--- config.mk ---
export PLATFORM = sky130hd
export DESIGN_NAME = ir_frame_transmitter_flat
export DESIGN_NICKNAME = d
export VERILOG_FILES = /design/src/rtl/core/irtx_pkg.sv /design/src/rtl/core/irtx_if.sv /design/src/rtl/core/irtx_cfg_regs.sv /design/src/rtl/core/irtx_sequencer.sv /design/src/rtl/core/ir_frame_transmitter.sv /design/src/flat_wrapper.sv
export SDC_FILE = /design/constraint.sdc
export NUM_CORES = 1
export LEC_CHECK = 0
export BUFFER_PORTS_ARGS = -buffer_cell sky130_fd_sc_hd__buf_2
export CORE_MARGIN = 5
export CORE_UTILIZATION = 60
export DETAILED_ROUTE_END_ITERATION = 8
export PLACE_DENSITY_LB_ADDON = 0.2
export SLEW_MARGIN = 20
export SYNTH_ARGS = -nofsm -noshare
export SYNTH_HDL_FRONTEND = slang
export SYNTH_SLANG_ARGS = --single-unit
--- constraint.sdc ---
create_clock -name clk_i -period 3.6 [get_ports clk_i]
set_clock_uncertainty 0.2 [all_clocks]
set_input_delay 0.36 -clock clk_i [delete_from_list [all_inputs] [get_ports clk_i]]
set_output_delay 0.36 -clock clk_i [all_outputs]
set_load 0.05 [all_outputs]
--- src/rtl/core/irtx_pkg.sv ---
`timescale 1ns / 1ps
// ----------------------------------------------------------------------------
// irtx_pkg
// Shared types and constants for the infrared frame transmitter.
// ----------------------------------------------------------------------------
package irtx_pkg;

  // Frame layout
  localparam int FRAME_BITS = 32;
  localparam int BIT_CNT_W  = $clog2(FRAME_BITS);
  localparam int CODE_W     = 8;
  localparam int CARRIER_W  = 8;

  // Reset values of the configuration registers
  localparam logic [CARRIER_W-1:0] CARRIER_PERIOD_RST  = 8'd26;
  localparam logic [CARRIER_W-1:0] CARRIER_ON_TIME_RST = 8'd9;
  localparam int LEADER_MARK_RST  = 9000;
  localparam int LEADER_SPACE_RST = 4500;
  localparam int BIT_MARK_RST     = 560;
  localparam int ONE_SPACE_RST    = 1680;
  localparam int ZERO_SPACE_RST   = 560;
  localparam int STOP_MARK_RST    = 560;

  // Configuration register indexes
  typedef enum logic [2:0] {
    REG_CARRIER_PERIOD    = 3'd0,
    REG_CARRIER_ON_TIME   = 3'd1,
    REG_LEADER_MARK_TIME  = 3'd2,
    REG_LEADER_SPACE_TIME = 3'd3,
    REG_BIT_MARK_TIME     = 3'd4,
    REG_ONE_SPACE_TIME    = 3'd5,
    REG_ZERO_SPACE_TIME   = 3'd6,
    REG_STOP_MARK_TIME    = 3'd7
  } cfg_idx_e;

  // Input item codes
  typedef enum logic {
    FUNC_TICK  = 1'b0,
    FUNC_START = 1'b1
  } func_e;

  // Frame segments, one-hot
  typedef enum logic [5:0] {
    SEG_IDLE       = 6'b000001,
    SEG_LEAD_MARK  = 6'b000010,
    SEG_LEAD_SPACE = 6'b000100,
    SEG_BIT_MARK   = 6'b001000,
    SEG_BIT_SPACE  = 6'b010000,
    SEG_STOP_MARK  = 6'b100000
  } seg_e;

  typedef struct packed {
    logic [CARRIER_W-1:0] period;
    logic [CARRIER_W-1:0] on_time;
  } carrier_cfg_t;

  typedef struct packed {
    logic led_pin;
    logic busy_res;
    logic frame_done;
  } result_t;

endpackage

--- src/rtl/core/irtx_if.sv ---
`timescale 1ns / 1ps
// ----------------------------------------------------------------------------
// irtx_if
// Valid/ready channels for input items and result items.
// ----------------------------------------------------------------------------
interface irtx_in_if;
  logic                       valid;
  logic                       ready;
  logic                       func;
  logic [irtx_pkg::CODE_W-1:0] system_code;
  logic [irtx_pkg::CODE_W-1:0] key_code;

  modport source (output valid, output func, output system_code, output key_code,
                  input ready);
  modport sink   (input valid, input func, input system_code, input key_code,
                  output ready);
endinterface

interface irtx_out_if;
  logic valid;
  logic ready;
  logic led_pin;
  logic busy_res;
  logic frame_done;

  modport source (output valid, output led_pin, output busy_res, output frame_done,
                  input ready);
  modport sink   (input valid, input led_pin, input busy_res, input frame_done,
                  output ready);
endinterface

--- src/rtl/core/irtx_cfg_regs.sv ---
`timescale 1ns / 1ps
// ----------------------------------------------------------------------------
// irtx_cfg_regs
// Configuration register bank: carrier settings and segment durations.
// ----------------------------------------------------------------------------
module irtx_cfg_regs #(
  parameter int TimeWidth = 14,
  parameter int CfgWidth  = 14
) (
  input  logic                     clk_i,
  input  logic                     rst_ni,
  input  logic                     cfg_we_i,
  input  irtx_pkg::cfg_idx_e       cfg_idx_i,
  input  logic [CfgWidth-1:0]      cfg_wdata_i,
  output irtx_pkg::carrier_cfg_t   carrier_o,
  output logic [TimeWidth-1:0]     leader_mark_o,
  output logic [TimeWidth-1:0]     leader_space_o,
  output logic [TimeWidth-1:0]     bit_mark_o,
  output logic [TimeWidth-1:0]     one_space_o,
  output logic [TimeWidth-1:0]     zero_space_o,
  output logic [TimeWidth-1:0]     stop_mark_o
);
  import irtx_pkg::*;

  carrier_cfg_t         carrier_q;
  logic [TimeWidth-1:0] leader_mark_q, leader_space_q, bit_mark_q;
  logic [TimeWidth-1:0] one_space_q, zero_space_q, stop_mark_q;
  logic [CARRIER_W-1:0] wdata8;
  logic [TimeWidth-1:0] wdata_t;

  assign wdata8  = cfg_wdata_i[CARRIER_W-1:0];
  assign wdata_t = cfg_wdata_i[TimeWidth-1:0];

  always_ff @(posedge clk_i or negedge rst_ni) begin
    if (!rst_ni) begin
      carrier_q.period  <= CARRIER_PERIOD_RST;
      carrier_q.on_time <= CARRIER_ON_TIME_RST;
      leader_mark_q     <= TimeWidth'(LEADER_MARK_RST);
      leader_space_q    <= TimeWidth'(LEADER_SPACE_RST);
      bit_mark_q        <= TimeWidth'(BIT_MARK_RST);
      one_space_q       <= TimeWidth'(ONE_SPACE_RST);
      zero_space_q      <= TimeWidth'(ZERO_SPACE_RST);
      stop_mark_q       <= TimeWidth'(STOP_MARK_RST);
    end else if (cfg_we_i) begin
      unique case (cfg_idx_i)
        REG_CARRIER_PERIOD:    carrier_q.period  <= wdata8;
        REG_CARRIER_ON_TIME:   carrier_q.on_time <= wdata8;
        REG_LEADER_MARK_TIME:  leader_mark_q     <= wdata_t;
        REG_LEADER_SPACE_TIME: leader_space_q    <= wdata_t;
        REG_BIT_MARK_TIME:     bit_mark_q        <= wdata_t;
        REG_ONE_SPACE_TIME:    one_space_q       <= wdata_t;
        REG_ZERO_SPACE_TIME:   zero_space_q      <= wdata_t;
        REG_STOP_MARK_TIME:    stop_mark_q       <= wdata_t;
        default: ;
      endcase
    end
  end

  assign carrier_o      = carrier_q;
  assign leader_mark_o  = leader_mark_q;
  assign leader_space_o = leader_space_q;
  assign bit_mark_o     = bit_mark_q;
  assign one_space_o    = one_space_q;
  assign zero_space_o   = zero_space_q;
  assign stop_mark_o    = stop_mark_q;

endmodule

--- src/rtl/core/irtx_sequencer.sv ---
`timescale 1ns / 1ps
// ----------------------------------------------------------------------------
// irtx_sequencer
// Frame segment sequencer, duration timer and carrier gate.
// ----------------------------------------------------------------------------
module irtx_sequencer #(
  parameter int TimeWidth = 14
) (
  input  logic                          clk_i,
  input  logic                          rst_ni,
  input  logic                          accept_i,
  input  logic                          func_i,
  input  logic [irtx_pkg::CODE_W-1:0]   system_code_i,
  input  logic [irtx_pkg::CODE_W-1:0]   key_code_i,
  input  irtx_pkg::carrier_cfg_t        carrier_i,
  input  logic [TimeWidth-1:0]          leader_mark_i,
  input  logic [TimeWidth-1:0]          leader_space_i,
  input  logic [TimeWidth-1:0]          bit_mark_i,
  input  logic [TimeWidth-1:0]          one_space_i,
  input  logic [TimeWidth-1:0]          zero_space_i,
  input  logic [TimeWidth-1:0]          stop_mark_i,
  output irtx_pkg::result_t             result_o
);
  import irtx_pkg::*;

  seg_e                   seg_q, seg_d;
  logic [TimeWidth-1:0]   time_q, time_d;
  logic [BIT_CNT_W-1:0]   bits_q, bits_d;
  logic [CARRIER_W-1:0]   phase_q, phase_d;
  logic [FRAME_BITS-1:0]  word_q, word_d;
  logic [CARRIER_W:0]     phase_inc;
  logic                   is_mark;
  result_t                res;

  // A zero duration counts as one tick
  function automatic logic [TimeWidth-1:0] dur(input logic [TimeWidth-1:0] d);
    return (d == '0) ? TimeWidth'(1) : d;
  endfunction

  assign phase_inc = {1'b0, phase_q} + (CARRIER_W+1)'(1);
  assign is_mark   = (seg_q == SEG_LEAD_MARK) || (seg_q == SEG_BIT_MARK) ||
                     (seg_q == SEG_STOP_MARK);

  always_comb begin
    seg_d   = seg_q;
    time_d  = time_q;
    bits_d  = bits_q;
    phase_d = phase_q;
    word_d  = word_q;
    res     = '{led_pin: 1'b1, busy_res: 1'b0, frame_done: 1'b0};

    if (func_i == FUNC_START) begin
      if (seg_q == SEG_IDLE) begin
        word_d  = {~key_code_i, key_code_i, ~system_code_i, system_code_i};
        bits_d  = '0;
        seg_d   = SEG_LEAD_MARK;
        time_d  = dur(leader_mark_i);
        phase_d = '0;
      end
      res.busy_res = 1'b1;
    end else if (seg_q != SEG_IDLE) begin
      res.busy_res = 1'b1;
      if (is_mark) begin
        res.led_pin = !(phase_q < carrier_i.on_time);
        phase_d = (phase_inc >= {1'b0, carrier_i.period}) ? '0 : phase_inc[CARRIER_W-1:0];
      end
      if (time_q > TimeWidth'(1)) begin
        time_d = time_q - TimeWidth'(1);
      end else begin
        // segment ends: every new segment restarts the carrier
        phase_d = '0;
        unique case (seg_q)
          SEG_LEAD_MARK: begin
            seg_d  = SEG_LEAD_SPACE;
            time_d = dur(leader_space_i);
          end
          SEG_LEAD_SPACE: begin
            seg_d  = SEG_BIT_MARK;
            time_d = dur(bit_mark_i);
          end
          SEG_BIT_MARK: begin
            seg_d  = SEG_BIT_SPACE;
            time_d = word_q[bits_q] ? dur(one_space_i) : dur(zero_space_i);
          end
          SEG_BIT_SPACE: begin
            bits_d = bits_q + BIT_CNT_W'(1);
            if (bits_q == BIT_CNT_W'(FRAME_BITS - 1)) begin
              seg_d  = SEG_STOP_MARK;
              time_d = dur(stop_mark_i);
            end else begin
              seg_d  = SEG_BIT_MARK;
              time_d = dur(bit_mark_i);
            end
          end
          SEG_STOP_MARK: begin
            seg_d          = SEG_IDLE;
            time_d         = '0;
            res.frame_done = 1'b1;
          end
          default: begin
            seg_d  = SEG_IDLE;
            time_d = '0;
          end
        endcase
      end
    end
  end

  always_ff @(posedge clk_i or negedge rst_ni) begin
    if (!rst_ni) begin
      seg_q   <= SEG_IDLE;
      time_q  <= '0;
      bits_q  <= '0;
      phase_q <= '0;
      word_q  <= '0;
    end else if (accept_i) begin
      seg_q   <= seg_d;
      time_q  <= time_d;
      bits_q  <= bits_d;
      phase_q <= phase_d;
      word_q  <= word_d;
    end
  end

  assign result_o = res;

endmodule

--- src/rtl/core/ir_frame_transmitter.sv ---
`timescale 1ns / 1ps
// ----------------------------------------------------------------------------
// ir_frame_transmitter
// NEC-style infrared remote frame sender with carrier gating.
// ----------------------------------------------------------------------------
// One beat in, one beat out: every accepted item (start or one-microsecond
// tick) yields exactly one result in the next cycle from the output register, and
// a new item is taken every cycle while that register is empty or being
// drained. The throughput of one item per cycle is set by the single
// sequencer update between the input handshake and the result register.
// A start loads {~key, key, ~system, system}, sent LSB first after a leader
// mark and space, and closed by a stop mark; a start during a frame is
// ignored. Configuration may only be written while no frame is in flight.
module ir_frame_transmitter #(
  parameter int TimeWidth = 14
) (
  input  logic                     clk_i,
  input  logic                     rst_ni,
  irtx_in_if.sink                  in_i,
  irtx_out_if.source               out_o,
  input  logic                     cfg_we_i,
  input  irtx_pkg::cfg_idx_e       cfg_idx_i,
  input  logic [((TimeWidth > irtx_pkg::CARRIER_W) ? TimeWidth :
                 irtx_pkg::CARRIER_W)-1:0] cfg_wdata_i
);
  import irtx_pkg::*;

  localparam int CfgWidth = (TimeWidth > CARRIER_W) ? TimeWidth : CARRIER_W;

  carrier_cfg_t         carrier;
  logic [TimeWidth-1:0] leader_mark, leader_space, bit_mark;
  logic [TimeWidth-1:0] one_space, zero_space, stop_mark;
  logic                 accept;
  result_t              res_d, res_q;
  logic                 out_valid_q, out_valid_d;

  irtx_cfg_regs #(
    .TimeWidth (TimeWidth),
    .CfgWidth  (CfgWidth)
  ) u_cfg (
    .clk_i          (clk_i),
    .rst_ni         (rst_ni),
    .cfg_we_i       (cfg_we_i),
    .cfg_idx_i      (cfg_idx_i),
    .cfg_wdata_i    (cfg_wdata_i),
    .carrier_o      (carrier),
    .leader_mark_o  (leader_mark),
    .leader_space_o (leader_space),
    .bit_mark_o     (bit_mark),
    .one_space_o    (one_space),
    .zero_space_o   (zero_space),
    .stop_mark_o    (stop_mark)
  );

  irtx_sequencer #(
    .TimeWidth (TimeWidth)
  ) u_seq (
    .clk_i          (clk_i),
    .rst_ni         (rst_ni),
    .accept_i       (accept),
    .func_i         (in_i.func),
    .system_code_i  (in_i.system_code),
    .key_code_i     (in_i.key_code),
    .carrier_i      (carrier),
    .leader_mark_i  (leader_mark),
    .leader_space_i (leader_space),
    .bit_mark_i     (bit_mark),
    .one_space_i    (one_space),
    .zero_space_i   (zero_space),
    .stop_mark_i    (stop_mark),
    .result_o       (res_d)
  );

  // Output register frees up in the same cycle its beat is taken
  assign in_i.ready = !out_valid_q || out_o.ready;
  assign accept     = in_i.valid && in_i.ready;

  always_comb begin
    out_valid_d = out_valid_q;
    if (accept) begin
      out_valid_d = 1'b1;
    end else if (out_o.ready) begin
      out_valid_d = 1'b0;
    end
  end

  always_ff @(posedge clk_i or negedge rst_ni) begin
    if (!rst_ni) begin
      out_valid_q <= 1'b0;
    end else begin
      out_valid_q <= out_valid_d;
    end
  end

  always_ff @(posedge clk_i) begin
    if (accept) begin
      res_q <= res_d;
    end
  end

  assign out_o.valid      = out_valid_q;
  assign out_o.led_pin    = res_q.led_pin;
  assign out_o.busy_res   = res_q.busy_res;
  assign out_o.frame_done = res_q.frame_done;

  // Every accepted beat leaves a result waiting in the next cycle
  a_accept_gives_result: assert property (@(posedge clk_i) disable iff (!rst_ni)
    accept |=> out_o.valid)
    else $error("accepted beat produced no result");

  // The frame end is only flagged inside a frame
  a_done_while_busy: assert property (@(posedge clk_i) disable iff (!rst_ni)
    (out_o.valid && out_o.frame_done) |-> out_o.busy_res)
    else $error("frame_done outside a frame");

  // LED is never lit outside a frame
  a_led_dark_idle: assert property (@(posedge clk_i) disable iff (!rst_ni)
    (out_o.valid && !out_o.led_pin) |-> out_o.busy_res)
    else $error("LED lit while idle");

endmodule
--- src/flat_wrapper.sv ---
// flat-port wrapper written by rule: the top's interface ports become plain ports
module ir_frame_transmitter_flat import irtx_pkg::*;
#(
  parameter int TimeWidth = 14
)
  (clk_i, rst_ni, cfg_we_i, cfg_idx_i, cfg_wdata_i, in_i_valid, in_i_func, in_i_system_code, in_i_key_code, in_i_ready, out_o_valid, out_o_led_pin, out_o_busy_res, out_o_frame_done, out_o_ready);
  irtx_in_if in_i_i ();
  irtx_out_if out_o_i ();
  input  logic clk_i;
  input  logic rst_ni;
  input  logic cfg_we_i;
  input  irtx_pkg::cfg_idx_e cfg_idx_i;
  input  logic [((TimeWidth > irtx_pkg::CARRIER_W) ? TimeWidth :
                 irtx_pkg::CARRIER_W)-1:0] cfg_wdata_i;
  input wire logic [$bits(in_i_i.valid)-1:0] in_i_valid;
  input wire logic [$bits(in_i_i.func)-1:0] in_i_func;
  input wire logic [$bits(in_i_i.system_code)-1:0] in_i_system_code;
  input wire logic [$bits(in_i_i.key_code)-1:0] in_i_key_code;
  output wire logic [$bits(in_i_i.ready)-1:0] in_i_ready;
  output wire logic [$bits(out_o_i.valid)-1:0] out_o_valid;
  output wire logic [$bits(out_o_i.led_pin)-1:0] out_o_led_pin;
  output wire logic [$bits(out_o_i.busy_res)-1:0] out_o_busy_res;
  output wire logic [$bits(out_o_i.frame_done)-1:0] out_o_frame_done;
  input wire logic [$bits(out_o_i.ready)-1:0] out_o_ready;
  assign in_i_i.valid = in_i_valid;
  assign in_i_i.func = in_i_func;
  assign in_i_i.system_code = in_i_system_code;
  assign in_i_i.key_code = in_i_key_code;
  assign in_i_ready = in_i_i.ready;
  assign out_o_valid = out_o_i.valid;
  assign out_o_led_pin = out_o_i.led_pin;
  assign out_o_busy_res = out_o_i.busy_res;
  assign out_o_frame_done = out_o_i.frame_done;
  assign out_o_i.ready = out_o_ready;
  ir_frame_transmitter #(.TimeWidth(TimeWidth)) u_core (.clk_i(clk_i), .rst_ni(rst_ni), .in_i(in_i_i), .out_o(out_o_i), .cfg_we_i(cfg_we_i), .cfg_idx_i(cfg_idx_i), .cfg_wdata_i(cfg_wdata_i));
endmodule
==> results of run 1 <==
layer usage:
metal | global-route usage [%] | up-vias | wire length, um
li1 | - | 2900 | -
met5 | 0 | - | 0
met2 | 42.0 | 265 | 9960
met4 | 10.7 | 0 | 653
met1 | 35.7 | 3228 | 9020
met3 | 4.99 | 61 | 1200
synth_stat cells, drive strengths merged, types with 3 or more instances:
cell	count
dfrtp	137
mux2	110
nand2	61
o21ai	49
nor2	41
a21oi	40
clkbuf	30
dfstp	29
inv	25
ha	23
nor4	23
nor3	16
a22o	11
a2111oi	9
a22oi	9
a21o	8
mux2i	8
o211ai	8
xor2	8
nand3	7
or4	7
and3	6
buf	6
mux4	6
nand2b	6
a221oi	5
nor2b	5
xnor2	5
a211oi	4
nand4	4
or3	4
a222oi	3
and4	3
edfxtp	3
nand4b	3
critical path: stages (launching register included):
cell                       delay (ns)
sky130_fd_sc_hd__dfrtp_1         0.56
sky130_fd_sc_hd__buf_4           0.23
sky130_fd_sc_hd__mux4_2          0.50
sky130_fd_sc_hd__mux2_2          0.31
sky130_fd_sc_hd__a311oi_4        0.48
sky130_fd_sc_hd__buf_4           0.31
sky130_fd_sc_hd__mux2_2          0.36
sky130_fd_sc_hd__a21boi_0        0.17
sky130_fd_sc_hd__o21ai_1         0.07
where the power goes:
group	internal [W]	switching, W
Sequential	0.00249	0.000493
Clock	0.00105	0.000727
Combinational	0.000889	0.000885
metrics by stage:
| stage | power (W) | worst slack [ns] | area, um^2 | instances |
|---|---|---|---|---|
| global placement | 0.00458 | 0.431 | 8950 | 954 |
| finish | 0.00654 | 0.289 | 9720 | 1004 |
| detailed placement | 0.00470 | 0.288 | 8950 | 954 |
| floorplan | 0.00416 | 0.664 | 8530 | 752 |
| CTS | 0.00652 | 0.281 | 9720 | 1004 |
| global route | 0.00687 | 0.126 | 9720 | 1004 |
area by class of cell:
type / instances / area share, %
Clock inverter: 4 / 0.283
Clock buffer: 28 / 5.74
Tap cell: 180 / 2.32
Sequential cell: 169 / 44.0
Timing Repair Buffer: 76 / 5.42
Multi-Input combinational cell: 521 / 41.2
Inverter: 26 / 1.00
worst paths after layout:
path / start / cells after the start / endpoint
max: u_core.u_seq.bits_q[0] / 8 / u_core.u_seq.time_q[8]
max reg2reg: u_core.u_seq.bits_q[0] / 8 / u_core.u_seq.time_q[8]
min: cfg_wdata_i[1] / 3 / u_core.u_cfg.carrier_o[9]
min reg2reg: u_core.u_seq.word_q[6] / 1 / u_core.u_seq.word_q[6]
min in group asynchronous: rst_ni / 2 / u_core.u_seq.phase_q[0]
max in group asynchronous: rst_ni / 3 / u_core.u_seq.word_q[30]
logic make-up (layout without fill, tap and decap cells):
kind of cell    count (synthesis)  after routing  share of synthesized area (%)
mux                           124            124                           17.1
fa+ha+maj                      23             23                           3.37
buf+inv                        62            134                           3.07
compound gates                165            165                           12.9
simple gates                  196            196                           12.0
flops                         169            169                           50.2
xor+xnor                       13             13                           1.33
state kept, by name, summed over array words and instances, names as in the netlist, 5 cells and up:
signal and cells:
u_core.u_seq.word_q 32, u_core.u_cfg.carrier_o 16, u_core.u_cfg.bit_mark_o 14, u_core.u_cfg.leader_mark_o 14
u_core.u_cfg.leader_space_o 14, u_core.u_cfg.one_space_o 14, u_core.u_cfg.stop_mark_o 14, u_core.u_cfg.zero_space_o 14
u_core.u_seq.time_q 14, u_core.u_seq.phase_q 8, u_core.u_seq.seg_q 6, u_core.u_seq.bits_q 5
==> metrics.log, run 1 <==
INFO  metric most_instantiated_flip_flop_cell_in_the_synthesis_netlist = sky130_fd_sc_hd__dfrtp_1
INFO  metric worst_hold_margin = around 0.026 ns
INFO  metric first_pass_iters = 8
INFO  metric period_share = 92.0%
INFO  metric final_nets = a little under 900
INFO  metric die_width = 129 um
INFO  metric register_area = 4280 um^2
INFO  metric route.detailed.vias_per_inst = 6.43
INFO  metric tns = 0 ns
INFO  metric global_route.overflow_total = 0
INFO  metric p_per_cell_area = between 600 and 700 nW/um^2
INFO  metric hpwlAfterDp = 14500 um
INFO  metric grt_setup_unrepaired = no
INFO  metric post_cts.resized_instances = 0
INFO  metric hold_buffers = 18
INFO  metric synthToLayoutAreaGrowth = 13.9%
INFO  metric numCtsBuffers = 17
INFO  metric fill_cells = roughly 980
INFO  metric synth.net_count = 814
INFO  metric synth_async_sr_flop_share = between 90 and 100%
INFO  metric layout_commonest_cell = sky130_fd_sc_hd__dfrtp_1
INFO  metric num_antenna_cells = 0
INFO  metric floorplan.initialDensity = 61.2%
INFO  metric syn_inst = 752
INFO  metric grt_antenna_before_repair = 0
INFO  metric synthDominantAreaCellType = sky130_fd_sc_hd__dfrtp_1
INFO  metric outcome = finished, final reports clean
INFO  metric routed_via_count = 6454
INFO  metric clock_tree.root_cell = sky130_fd_sc_hd__clkbuf_16
INFO  metric ir_worst_vdd = ~380 uV
INFO  metric fp.dieArea = between 15000 and 20000 um^2
INFO  metric drcViolationCount = 0
INFO  metric timing.final.hold_violations = 0
INFO  metric synth_sequential_area_ratio = 50.2%
INFO  metric grt_first_pass_wirelength = between 30000 and 40000 um
INFO  metric clock_sink_count = between 150 and 200
INFO  metric setup_viol = 0
INFO  metric place_congestion = 0.984
INFO  metric yosysWarningCount = 0
INFO  metric clock_latency_on_the_worst_skew_pair = 0.43 ns
INFO  metric syn-cell-area = 8530 um^2
INFO  metric worstPathArrival = 3.41 ns
INFO  metric wl_per_cell = 20.7 um
INFO  metric cts_tree = built
INFO  metric synth.ff_latch_count = 169
INFO  metric drt_iter0_markers = 699
INFO  metric core_area = 13900 um^2
INFO  metric post-route-min-period = 3.31 ns
INFO  metric cts.clk_slew.worst_paths = 0.06 ns
INFO  metric post_cts.repair.setup_buffers = 0
INFO  metric die-height = 129 um
INFO  metric multi_input_comb_area = 4010 um^2
INFO  metric maxClockFrequency = 302 MHz
INFO  metric post_synth_main_area_contributors = sky130_fd_sc_hd__dfrtp_1 40%, sky130_fd_sc_hd__mux2_2 14%, sky130_fd_sc_hd__dfstp_2 8.9%
INFO  metric grt_pass1_vias = around 6.6k
INFO  metric worst_setup_path_end_kind = flip-flop
INFO  metric std_cell_rows = 43
INFO  metric number_of_library_cell_types_mapped_by_synthesis = 72
INFO  metric tightest_slew = 0.885 ns
INFO  metric hold_path_class = input port to flip-flop
INFO  metric ff2ff_setup_slack = 0.29 ns
INFO  metric synth_edf_count = 3
INFO  metric cts_htree_levels = 4
INFO  metric most-common-layout-cells = 137 x sky130_fd_sc_hd__dfrtp_1, 108 x sky130_fd_sc_hd__mux2_2, 61 x sky130_fd_sc_hd__nand2_1, 42 x sky130_fd_sc_hd__buf_2, 41 x sky130_fd_sc_hd__o21ai_0
INFO  metric pin_count_of_the_biggest_net_entering_global_routing = 70
INFO  metric start_kind = flip-flop
INFO  metric routed_wirelength = 20800 um
INFO  metric maxSlewHeadroom = between 40% and 50%
INFO  metric groute.usage.overall = 26.3%
INFO  metric critical_path_required = 3.70 ns
INFO  metric clock_tree.buffer_depth = 2
INFO  metric drive_above_1_share = ~30%
INFO  metric report.final.slew_viol_count = 0
INFO  metric fraction_of_post_synthesis_cell_area_in_the_top_cell_type_by_area = 40.2%
INFO  metric synthesis.area_per_instance = 11.3 um^2
INFO  metric buffer_ports.inserted = 43
INFO  metric drt.antenna.violating_nets = 0
INFO  metric power.leakage = 4.23 nW
INFO  metric io-pin-count = 44
INFO  metric worst-path-max-fanout = 11
INFO  metric final_util = 69.8%
INFO  metric setup.worst_path.class = flip-flop to flip-flop
INFO  metric drv_cap = 0
Note: power is estimated with default switching activity, not from simulation.
==> run 2: changes to the inputs <==
CORE_UTILIZATION = 45   (was 60)
REMOVE_ABC_BUFFERS = 1   (was default)
SYNTH_HIERARCHICAL = 1   (was default)
==> run 2 against run 1 <==
  * Final area up 4.3%
  * Maximum frequency rose by 1.3%
  * Final cell count up 14%
  * Die area increased by 36%
  * Sequential power barely moved
  * Sequential share of layout area decreased by 1.8 points
  * Via count increased by 3.7%
  * Clock power barely moved
  * Clock-buffer cell count down 11
  * Hold slack better by 0.010 ns
  * Area after synthesis increased by 4.4%
  * Critical endpoint is now u_core/u_seq/time_q[1]
  * Largest power group unchanged
==> metrics.log, run 2 <==
INFO  metric synthesis.area_per_instance = 11.1 um^2 (-2.3%)
INFO  metric buffer_ports.inserted = 43 (unchanged)
INFO  metric synthDominantAreaCellType = sky130_fd_sc_hd__dfrtp_1
INFO  metric yosysWarningCount = 6 (+6)
INFO  metric setup.worst_path.class = flip-flop to flip-flop
INFO  metric placed_cells_incl_taps = 1090 (+14%)
INFO  metric power.total = 0.00660 W (+0.97%)
INFO  metric register_area = 4280 um^2 (unchanged)
INFO  metric std_cell_rows = 51 (+19%)
INFO  metric period_share = 90.8% (-1.2 points)
INFO  metric syn_inst = 804 (+6.9%)
INFO  metric post_cts.resized_instances = 0 (unchanged)
INFO  metric start_kind = flip-flop
INFO  metric synth_top_cells_by_count = 137 x sky130_fd_sc_hd__dfrtp_1, 109 x sky130_fd_sc_hd__mux2_2, 99 x sky130_fd_sc_hd__nand2_1
INFO  metric power.clock.fraction = 27.0% (-0.2 points)
INFO  metric timing.critical_path.from = u_core/u_seq/bits_q[1]
INFO  metric worst_setup_path_end_kind = flip-flop
INFO  metric fraction_of_post_synthesis_cell_area_in_the_top_cell_type_by_area = 38.5% (-1.7 points)
INFO  metric io-pin-count = 44 (unchanged)
INFO  metric power.leakage = 4.45 nW (+5.2%)
INFO  metric cts_tree = built
INFO  metric wl_per_cell = 20.5 um (-1.4%)
INFO  metric global_route.overflow_total = 0 (unchanged)
INFO  metric most-common-layout-cells = 137 x sky130_fd_sc_hd__dfrtp_1, 109 x sky130_fd_sc_hd__mux2_2, 99 x sky130_fd_sc_hd__nand2_1, 42 x sky130_fd_sc_hd__buf_2, 39 x sky130_fd_sc_hd__nor2_1
INFO  metric num_antenna_cells = 0 (unchanged)
INFO  metric cts_htree_levels = 4 (unchanged)
INFO  metric tightest_slew = 0.962 ns (+0.0772 ns)
INFO  metric clock_tree.root_cell = sky130_fd_sc_hd__clkbuf_16
INFO  metric post_synth_main_area_contributors = sky130_fd_sc_hd__dfrtp_1 38%, sky130_fd_sc_hd__mux2_2 14%, sky130_fd_sc_hd__dfstp_2 8.6%
INFO  metric worstPathArrival = 3.38 ns (-0.03 ns)
INFO  metric post_cts.repair.setup_buffers = 0 (unchanged)
INFO  metric drcViolationCount = 0 (unchanged)
INFO  metric outcome = finished, final reports clean
INFO  metric route.detailed.vias_per_inst = 5.87 (-8.7%)
INFO  metric synthToLayoutAreaGrowth = 13.8%
INFO  metric timing.final.hold_violations = 0 (unchanged)
INFO  metric synth_async_sr_flop_share = 98.2% (unchanged)
INFO  metric floorplan.initialDensity = 45.8% (-15 points)
INFO  metric p_sw = 0.00229 W (+8.8%)
INFO  metric grt_first_pass_wirelength = 38000 um (+11%)
INFO  metric die-height = 151 um (+17%)
INFO  metric fp.dieArea = 22700 um^2 (+36%)
INFO  metric clock_latency_on_the_worst_skew_pair = 0.44 ns (about the same)
INFO  metric hold_path_class = input port to flip-flop
INFO  metric setup_viol = 0 (unchanged)
INFO  metric ir_worst_vdd = 353 uV (-8.1%)
INFO  metric synth_sequential_area_ratio = 48.0% (-2.1 points)
INFO  metric die_width = 151 um (+17%)
INFO  metric routed_wirelength = 23300 um (+12%)
INFO  metric cts.clk_slew.worst_paths = 0.08 ns (+0.02 ns)
INFO  metric hpwlAfterDp = 17000 um (+18%)
INFO  metric layout_commonest_cell = sky130_fd_sc_hd__dfrtp_1
INFO  metric tns = 0 ns (unchanged)
INFO  metric final-instance-count-excl-fill = 1141 (+14%)
INFO  metric fill_cells = 1690 (+72%)
INFO  metric synth_edf_count = 3 (unchanged)
INFO  metric clock_sink_count = 169 (unchanged)
INFO  metric switching_share = 34.7% (+2.5 points)
INFO  metric final_util = 52.1% (-18 points)
INFO  metric pin_count_of_the_biggest_net_entering_global_routing = 89 (+27%)
INFO  metric groute.usage.overall = 21.5% (-4.8 points)
INFO  metric report.final.slew_viol_count = 0 (unchanged)
INFO  metric critical_path_required = 3.72 ns (+0.02 ns)
INFO  metric power.internal = 0.00431 W (-2.8%)
INFO  metric timing.hold.worst.start = cfg_wdata_i[8]
INFO  metric top_register = u_core/u_seq/word_q
INFO  metric place_congestion = 1.04 (+5.3%)
INFO  metric drv_cap = 0 (unchanged)
INFO  metric drt_iter0_markers = 612 (-12%)
INFO  metric worst-path-max-fanout = 16 (+5)
INFO  metric p_comb_share = 27.5% (+0.4 points)
INFO  metric core_area = 19500 um^2 (+40%)
INFO  metric post-route-min-period = 3.27 ns (-0.0423 ns)
INFO  metric p_per_cell_area = 651 nW/um^2 (-3.2%)
INFO  metric most_instantiated_flip_flop_cell_in_the_synthesis_netlist = sky130_fd_sc_hd__dfrtp_1
INFO  metric grt_setup_unrepaired = no
INFO  metric grt_antenna_before_repair = 0 (unchanged)
INFO  metric maxClockFrequency = 306 MHz (+1.3%)
INFO  metric ff2ff_setup_slack = 0.33 ns (+0.04 ns)
INFO  metric power_frac_seq = 45.5% (about the same)
INFO  metric largest_register_ff_count = 32 (unchanged)
INFO  metric maxSlewHeadroom = 35.5% (-5.3 points)
INFO  metric syn-cell-area = 8910 um^2 (+4.4%)
INFO  metric first_pass_iters = 7 (-1)
INFO  metric routed_via_count = 6695 (+3.7%)
INFO  metric drive_above_1_share = 28.7% (-0.84 points)
INFO  metric clock_tree.buffer_depth = 2 (unchanged)
INFO  metric worstReg2RegStart = u_core/u_seq/bits_q[1]
INFO  metric synth.ff_latch_count = 169 (unchanged)
INFO  metric final_nets = 924 (+5.8%)
INFO  metric number_of_library_cell_types_mapped_by_synthesis = 62 (-14%)
INFO  metric synth_most_common_cell = sky130_fd_sc_hd__dfrtp_1
INFO  metric multi_input_comb_area = 4310 um^2 (+7.7%)
INFO  metric numCtsBuffers = 17 (unchanged)
INFO  metric grt_pass1_vias = 6820 (+4.1%)
INFO  metric drt.antenna.violating_nets = 0 (unchanged)
==> run 2: cell types whose count changed after synthesis, sizes merged, moves of 9 or more <==
cell   change
a21oi     -11
a22oi      -9
mux2i     +21
nand2     +38
o21a      +14
o21ai     -22
==> run 2: worst paths after layout <==
check,to,cells past startpoint
min in group asynchronous,u_core/u_seq/word_q[12],2
max in group asynchronous,u_core/u_cfg/zero_space_o[5],3
setup / recovery,u_core/u_seq/time_q[1],6
hold / removal,u_core/u_cfg/leader_space_o[8],2
setup reg to reg,u_core/u_seq/time_q[1],6
hold reg to reg,u_core/u_seq/word_q[19],2
==> run 2: kinds of logic after synthesis <==
| group | Yosys count | synth area share, % |
|---|---|---|
| flops | 169 | 48.0 |
| xor+xnor | 16 | 1.57 |
| compound gates | 135 | 10.4 |
| mux | 149 | 19.2 |
| fa+ha+maj | 22 | 3.09 |
| simple gates | 248 | 14.1 |
| buf+inv | 65 | 3.61 |
==> run 2: timing repair <==
action                     in CTS  in global routing
setup endpoints to repair       0                  0
hold buffers                   19                  0
hold endpoints to repair      105                  0
==> run 2: cell type report <==
cell class / instances / share of cell area (%)
well taps: 265 / 3.27
inverters: 27 / 1.00
clock inverters: 15 / 1.52
clock buffers: 17 / 4.20
repair buffers: 78 / 5.25
multi-input cells: 570 / 42.5
flip-flops and latches: 169 / 42.2
==> run 2: layer usage <==
metal / vias to the layer above / global-route usage (%) / wire (um)
met3: 44 / 4.27 / 1280
met1: 3335 / 29.9 / 10500
met5: - / 0 / 0
li1: 3068 / - / -
met2: 248 / 33.4 / 10900
met4: 0 / 8.16 / 634
==> run 2: worst max-delay path, stage by stage (launching register included) <==
cell,delay (ns)
sky130_fd_sc_hd__dfrtp_1,0.86
sky130_fd_sc_hd__mux2i_1,0.20
sky130_fd_sc_hd__mux4_2,0.58
sky130_fd_sc_hd__mux4_2,0.65
sky130_fd_sc_hd__mux2_4,0.35
sky130_fd_sc_hd__a221oi_2,0.22
sky130_fd_sc_hd__a21oi_1,0.09
==> run 2: power groups by stage <==
stage	sequential (W)	clock [W]	combinational [W]
finish	0.00300	0.00178	0.00181
global route	0.00306	0.00190	0.00200
CTS	0.00299	0.00182	0.00181
detailed placement	0.00302	0	0.00178
global placement	0.00300	0	0.00172
floorplan	0.00281	0	0.00133
==> run 2: per-stage QoR <==
| step | setup slack [ns] | hold slack [ns] | cell area (um^2) |
|---|---|---|---|
| 3_5_place_dp | 0.355 | 0.270 | 9370 |
| 6_report | 0.331 | 0.0365 | 10100 |
| 3_3_place_gp | 0.470 | 0.260 | 9370 |
| 2_1_floorplan | 0.230 | -0.136 | 8690 |
| 4_1_cts | 0.342 | 0.0250 | 10100 |
| 5_1_grt | 0.0936 | 0.0384 | 10100 |
==> run 3: changes to the inputs <==
MAX_ROUTING_LAYER = met4   (was default)
clock period = 3 ns   (was 3.6 ns; I/O delays follow)
==> run 3 against run 2 <==
  * The flow now finishes with violations (setup timing)
  * Core utilization rose by 2.2 points
  * Register-to-register slack got worse by 0.34 ns
  * Critical endpoint is now u_core/u_seq/phase_q[3]
  * Critical path depth rose by 6
  * Sequential power rose by 17%
  * Combinational power rose by 32%
==> metrics.log, run 3 (synthesis gave the netlist of run 2 again) <==
INFO  metric power.clock.fraction = 27.2% (+0.2 points)
INFO  metric floorplan.initialDensity = 45.8% (unchanged)
INFO  metric most-common-layout-cells = 136 x sky130_fd_sc_hd__dfrtp_1, 109 x sky130_fd_sc_hd__mux2_2, 99 x sky130_fd_sc_hd__nand2_1, 42 x sky130_fd_sc_hd__buf_2, 41 x sky130_fd_sc_hd__buf_4
INFO  metric hold_path_class = input port to flip-flop
INFO  metric groute.usage.overall = 21.7% (+0.16 points)
INFO  metric route.detailed.vias_per_inst = 5.78 (-1.5%)
INFO  metric clock_tree.buffer_depth = 2 (unchanged)
INFO  metric critical_path_required = 3.15 ns (-0.57 ns)
INFO  metric cts_tree = built
INFO  metric worst_hold_path_depth = 2 (unchanged)
INFO  metric std_cell_rows = 51 (unchanged)
INFO  metric grt_antenna_before_repair = 0 (unchanged)
INFO  metric die-height = 151 um (unchanged)
INFO  metric drt.antenna.violating_nets = 0 (unchanged)
INFO  metric maxSlewHeadroom = 53.9% (+18 points)
INFO  metric drcViolationCount = 0 (unchanged)
INFO  metric top_register = u_core/u_seq/word_q
INFO  metric worst_setup_path_end_kind = flip-flop
INFO  metric worstReg2RegStart = u_core/u_seq/phase_q[1]
INFO  metric report.final.slew_viol_count = 0 (unchanged)
INFO  metric final_nets = 957 (+3.6%)
INFO  metric setup.worst_path.class = flip-flop to flip-flop
INFO  metric place_congestion = 0.977 (-5.7%)
INFO  metric routed_via_count = 6787 (+1.4%)
INFO  metric pin_count_of_the_biggest_net_entering_global_routing = 59 (-34%)
INFO  metric wl_per_cell = 19.6 um (-4.2%)
INFO  metric synthToLayoutAreaGrowth = 18.5%
INFO  metric cts_htree_levels = 4 (unchanged)
INFO  metric drive_above_1_share = 32.7% (+4.0 points)
INFO  metric slowest_cell_on_the_critical_path = sky130_fd_sc_hd__or4_4
INFO  metric buffer_ports.inserted = 43 (unchanged)
INFO  metric p_sw = 0.00269 W (+17%)
INFO  metric timing.hold.worst.start = cfg_wdata_i[11]
INFO  metric ff2ff_setup_slack = -0.004 ns (-0.34 ns)
INFO  metric worst_hold_margin = 0.0230 ns (-0.0135 ns)
INFO  metric power.total = 0.00811 W (+23%)
INFO  metric grt_setup_unrepaired = yes
INFO  metric hpwlAfterDp = 17000 um (-0.17%)
INFO  metric drv_cap = 0 (unchanged)
INFO  metric final_util = 54.3% (+2.2 points)
INFO  metric violations = setup timing
INFO  metric postPlaceCellArea = 9600 um^2 (+2.5%)
INFO  metric clock_tree.root_cell = sky130_fd_sc_hd__clkbuf_16
INFO  metric die_width = 151 um (unchanged)
INFO  metric maxClockFrequency = 333 MHz (+8.8%)
INFO  metric worstPathCellList = and3_4 -> and3_4 -> and3_4 -> xnor2_4 -> inv_2 -> ha_4 -> a21oi_2 -> o21ai_1 -> a31oi_1 -> nand4_1 -> or4_4 -> o21ai_2
INFO  metric clock_sink_count = 169 (unchanged)
INFO  metric routed_wirelength = 23000 um (-1.4%)
INFO  metric power.internal = 0.00542 W (+26%)
INFO  metric grt_pass1_vias = 7091 (+4.0%)
INFO  metric slowest_delay = 0.61 ns (-0.25 ns)
INFO  metric setup_viol = 1 (+1)
INFO  metric drt_iter0_markers = 447 (-27%)
INFO  metric worst-path-max-fanout = 4 (-12)
INFO  metric layout_commonest_cell = sky130_fd_sc_hd__dfrtp_1
INFO  metric crit_top_cell = sky130_fd_sc_hd__and3_4
INFO  metric period_share = 100% (+9.3 points)
INFO  metric power.leakage = 4.62 nW (+3.8%)
INFO  metric switching_share = 33.1% (-1.6 points)
INFO  metric r2r_cells = 12 (+6)
INFO  metric worst_slack = -0.00382 ns (-0.335 ns)
INFO  metric largest_register_ff_count = 32 (unchanged)
INFO  metric fp.dieArea = 22700 um^2 (unchanged)
INFO  metric clock_latency_on_the_worst_skew_pair = 0.42 ns (-0.02 ns)
INFO  metric final_area = 10600 um^2 (+4.2%)
INFO  metric p_comb_share = 29.5% (+2.0 points)
INFO  metric start_kind = flip-flop
INFO  metric hold-path-endpoint = u_core/u_cfg/leader_mark_o[11]
INFO  metric num_antenna_cells = 0 (unchanged)
INFO  metric tightest_slew = 0.685 ns (-0.278 ns)
INFO  metric first_pass_iters = 5 (-2)
INFO  metric global_route.overflow_total = 0 (unchanged)
INFO  metric tns = -0.00382 ns (-0.00382 ns)
INFO  metric grt_first_pass_wirelength = 37300 um (-1.9%)
INFO  metric numCtsBuffers = 17 (unchanged)
INFO  metric ir_worst_vdd = 416 uV (+18%)
INFO  metric outcome = finished, violations left
INFO  metric worstPathArrival = 3.15 ns (-0.23 ns)
INFO  metric regToRegEndpoint = u_core/u_seq/phase_q[3]
INFO  metric timing.final.hold_violations = 0 (unchanged)
INFO  metric power_frac_seq = 43.3% (-2.2 points)
INFO  metric p_per_cell_area = 768 nW/um^2 (+18%)
INFO  metric core_area = 19500 um^2 (unchanged)
INFO  metric post-route-min-period = 3.00 ns (-0.265 ns)
INFO  metric io-pin-count = 44 (unchanged)
INFO  metric cts.clk_slew.worst_paths = 0.07 ns (about the same)
-- run 3: cell count changes in the layout (fill, tap and decap cells not counted), moves of 3 or more --
cell,change
sky130_fd_sc_hd__clkinv_8,-3
sky130_fd_sc_hd__o21ai_2,+4
sky130_fd_sc_hd__and3_1,-3
sky130_fd_sc_hd__buf_4,+25
sky130_fd_sc_hd__buf_12,+3
sky130_fd_sc_hd__o21ai_0,-5
sky130_fd_sc_hd__and3_4,+3
sky130_fd_sc_hd__dlygate4sd3_1,+5
-- run 3: metal layers --
layer	track usage (%)	wire length (um)
met1	28.0	10100
met2	33.5	11000
met3	3.85	1080
met4	9.79	782
met5	-	0
-- run 3: timing repair --
action	CTS	global route
hold buffers	24	0
setup buffers	0	2
endpoints found under the setup margin	2	12
cloned	0	0
pin swaps	0	6
endpoints found under the hold margin	99	0
gates resized for setup	1	26
-- run 3: layout make-up --
cell class | count | area, um^2
inverters | 27 | 101
multi-input cells | 570 | 4430
fillers | 1666 | 8900
well taps | 265 | 332
repair buffers | 111 | 830
clock inverters | 15 | 164
clock buffers | 17 | 425
flip-flops and latches | 169 | 4280
-- run 3: per-stage QoR --
stage,worst slack [ns],instances
after global placement,0.151,1116
final,-0.00382,1174
after CTS,0.00925,1172
after floorplan,-0.370,766
after global routing,-0.0655,1174
after detailed placement,0.00585,1116
-- run 3: power groups by stage --
stage          Combinational (W)  Sequential, W  Clock (W)
2_1_floorplan            0.00159        0.00338          0
3_3_place_gp             0.00223        0.00351          0
3_5_place_dp             0.00232        0.00353          0
4_1_cts                  0.00236        0.00349    0.00224
5_1_grt                  0.00263        0.00359    0.00234
6_report                 0.00239        0.00351    0.00221
-- run 3: worst max-delay path by stage --
stage | startpoint | endpoint | slack [ns]
detailed placement | u_core/u_seq/phase_q[0] | u_core/u_seq/phase_q[3] | 0.006
floorplan | u_core/u_seq/bits_q[1] | u_core/u_seq/time_q[12] | -0.37
global placement | u_core/u_seq/phase_q[0] | u_core/u_seq/phase_q[3] | 0.15
global route | u_core/u_seq/phase_q[0] | u_core/u_seq/phase_q[3] | -0.07
CTS | u_core/u_seq/phase_q[0] | u_core/u_seq/phase_q[3] | 0.009
finish | u_core/u_seq/phase_q[1] | u_core/u_seq/phase_q[3] | -0.004
-- run 3: critical path, delay by kind of cell (launching register included) --
kind	cells	cell delay (ns)
and+or+nand+nor	5	1.32
AOI/OAI and AO/OA	4	0.55
DFF	1	0.40
adders and majority gates	1	0.22
xor gates and xnor gates	1	0.18
buffers and inverters	1	0.06
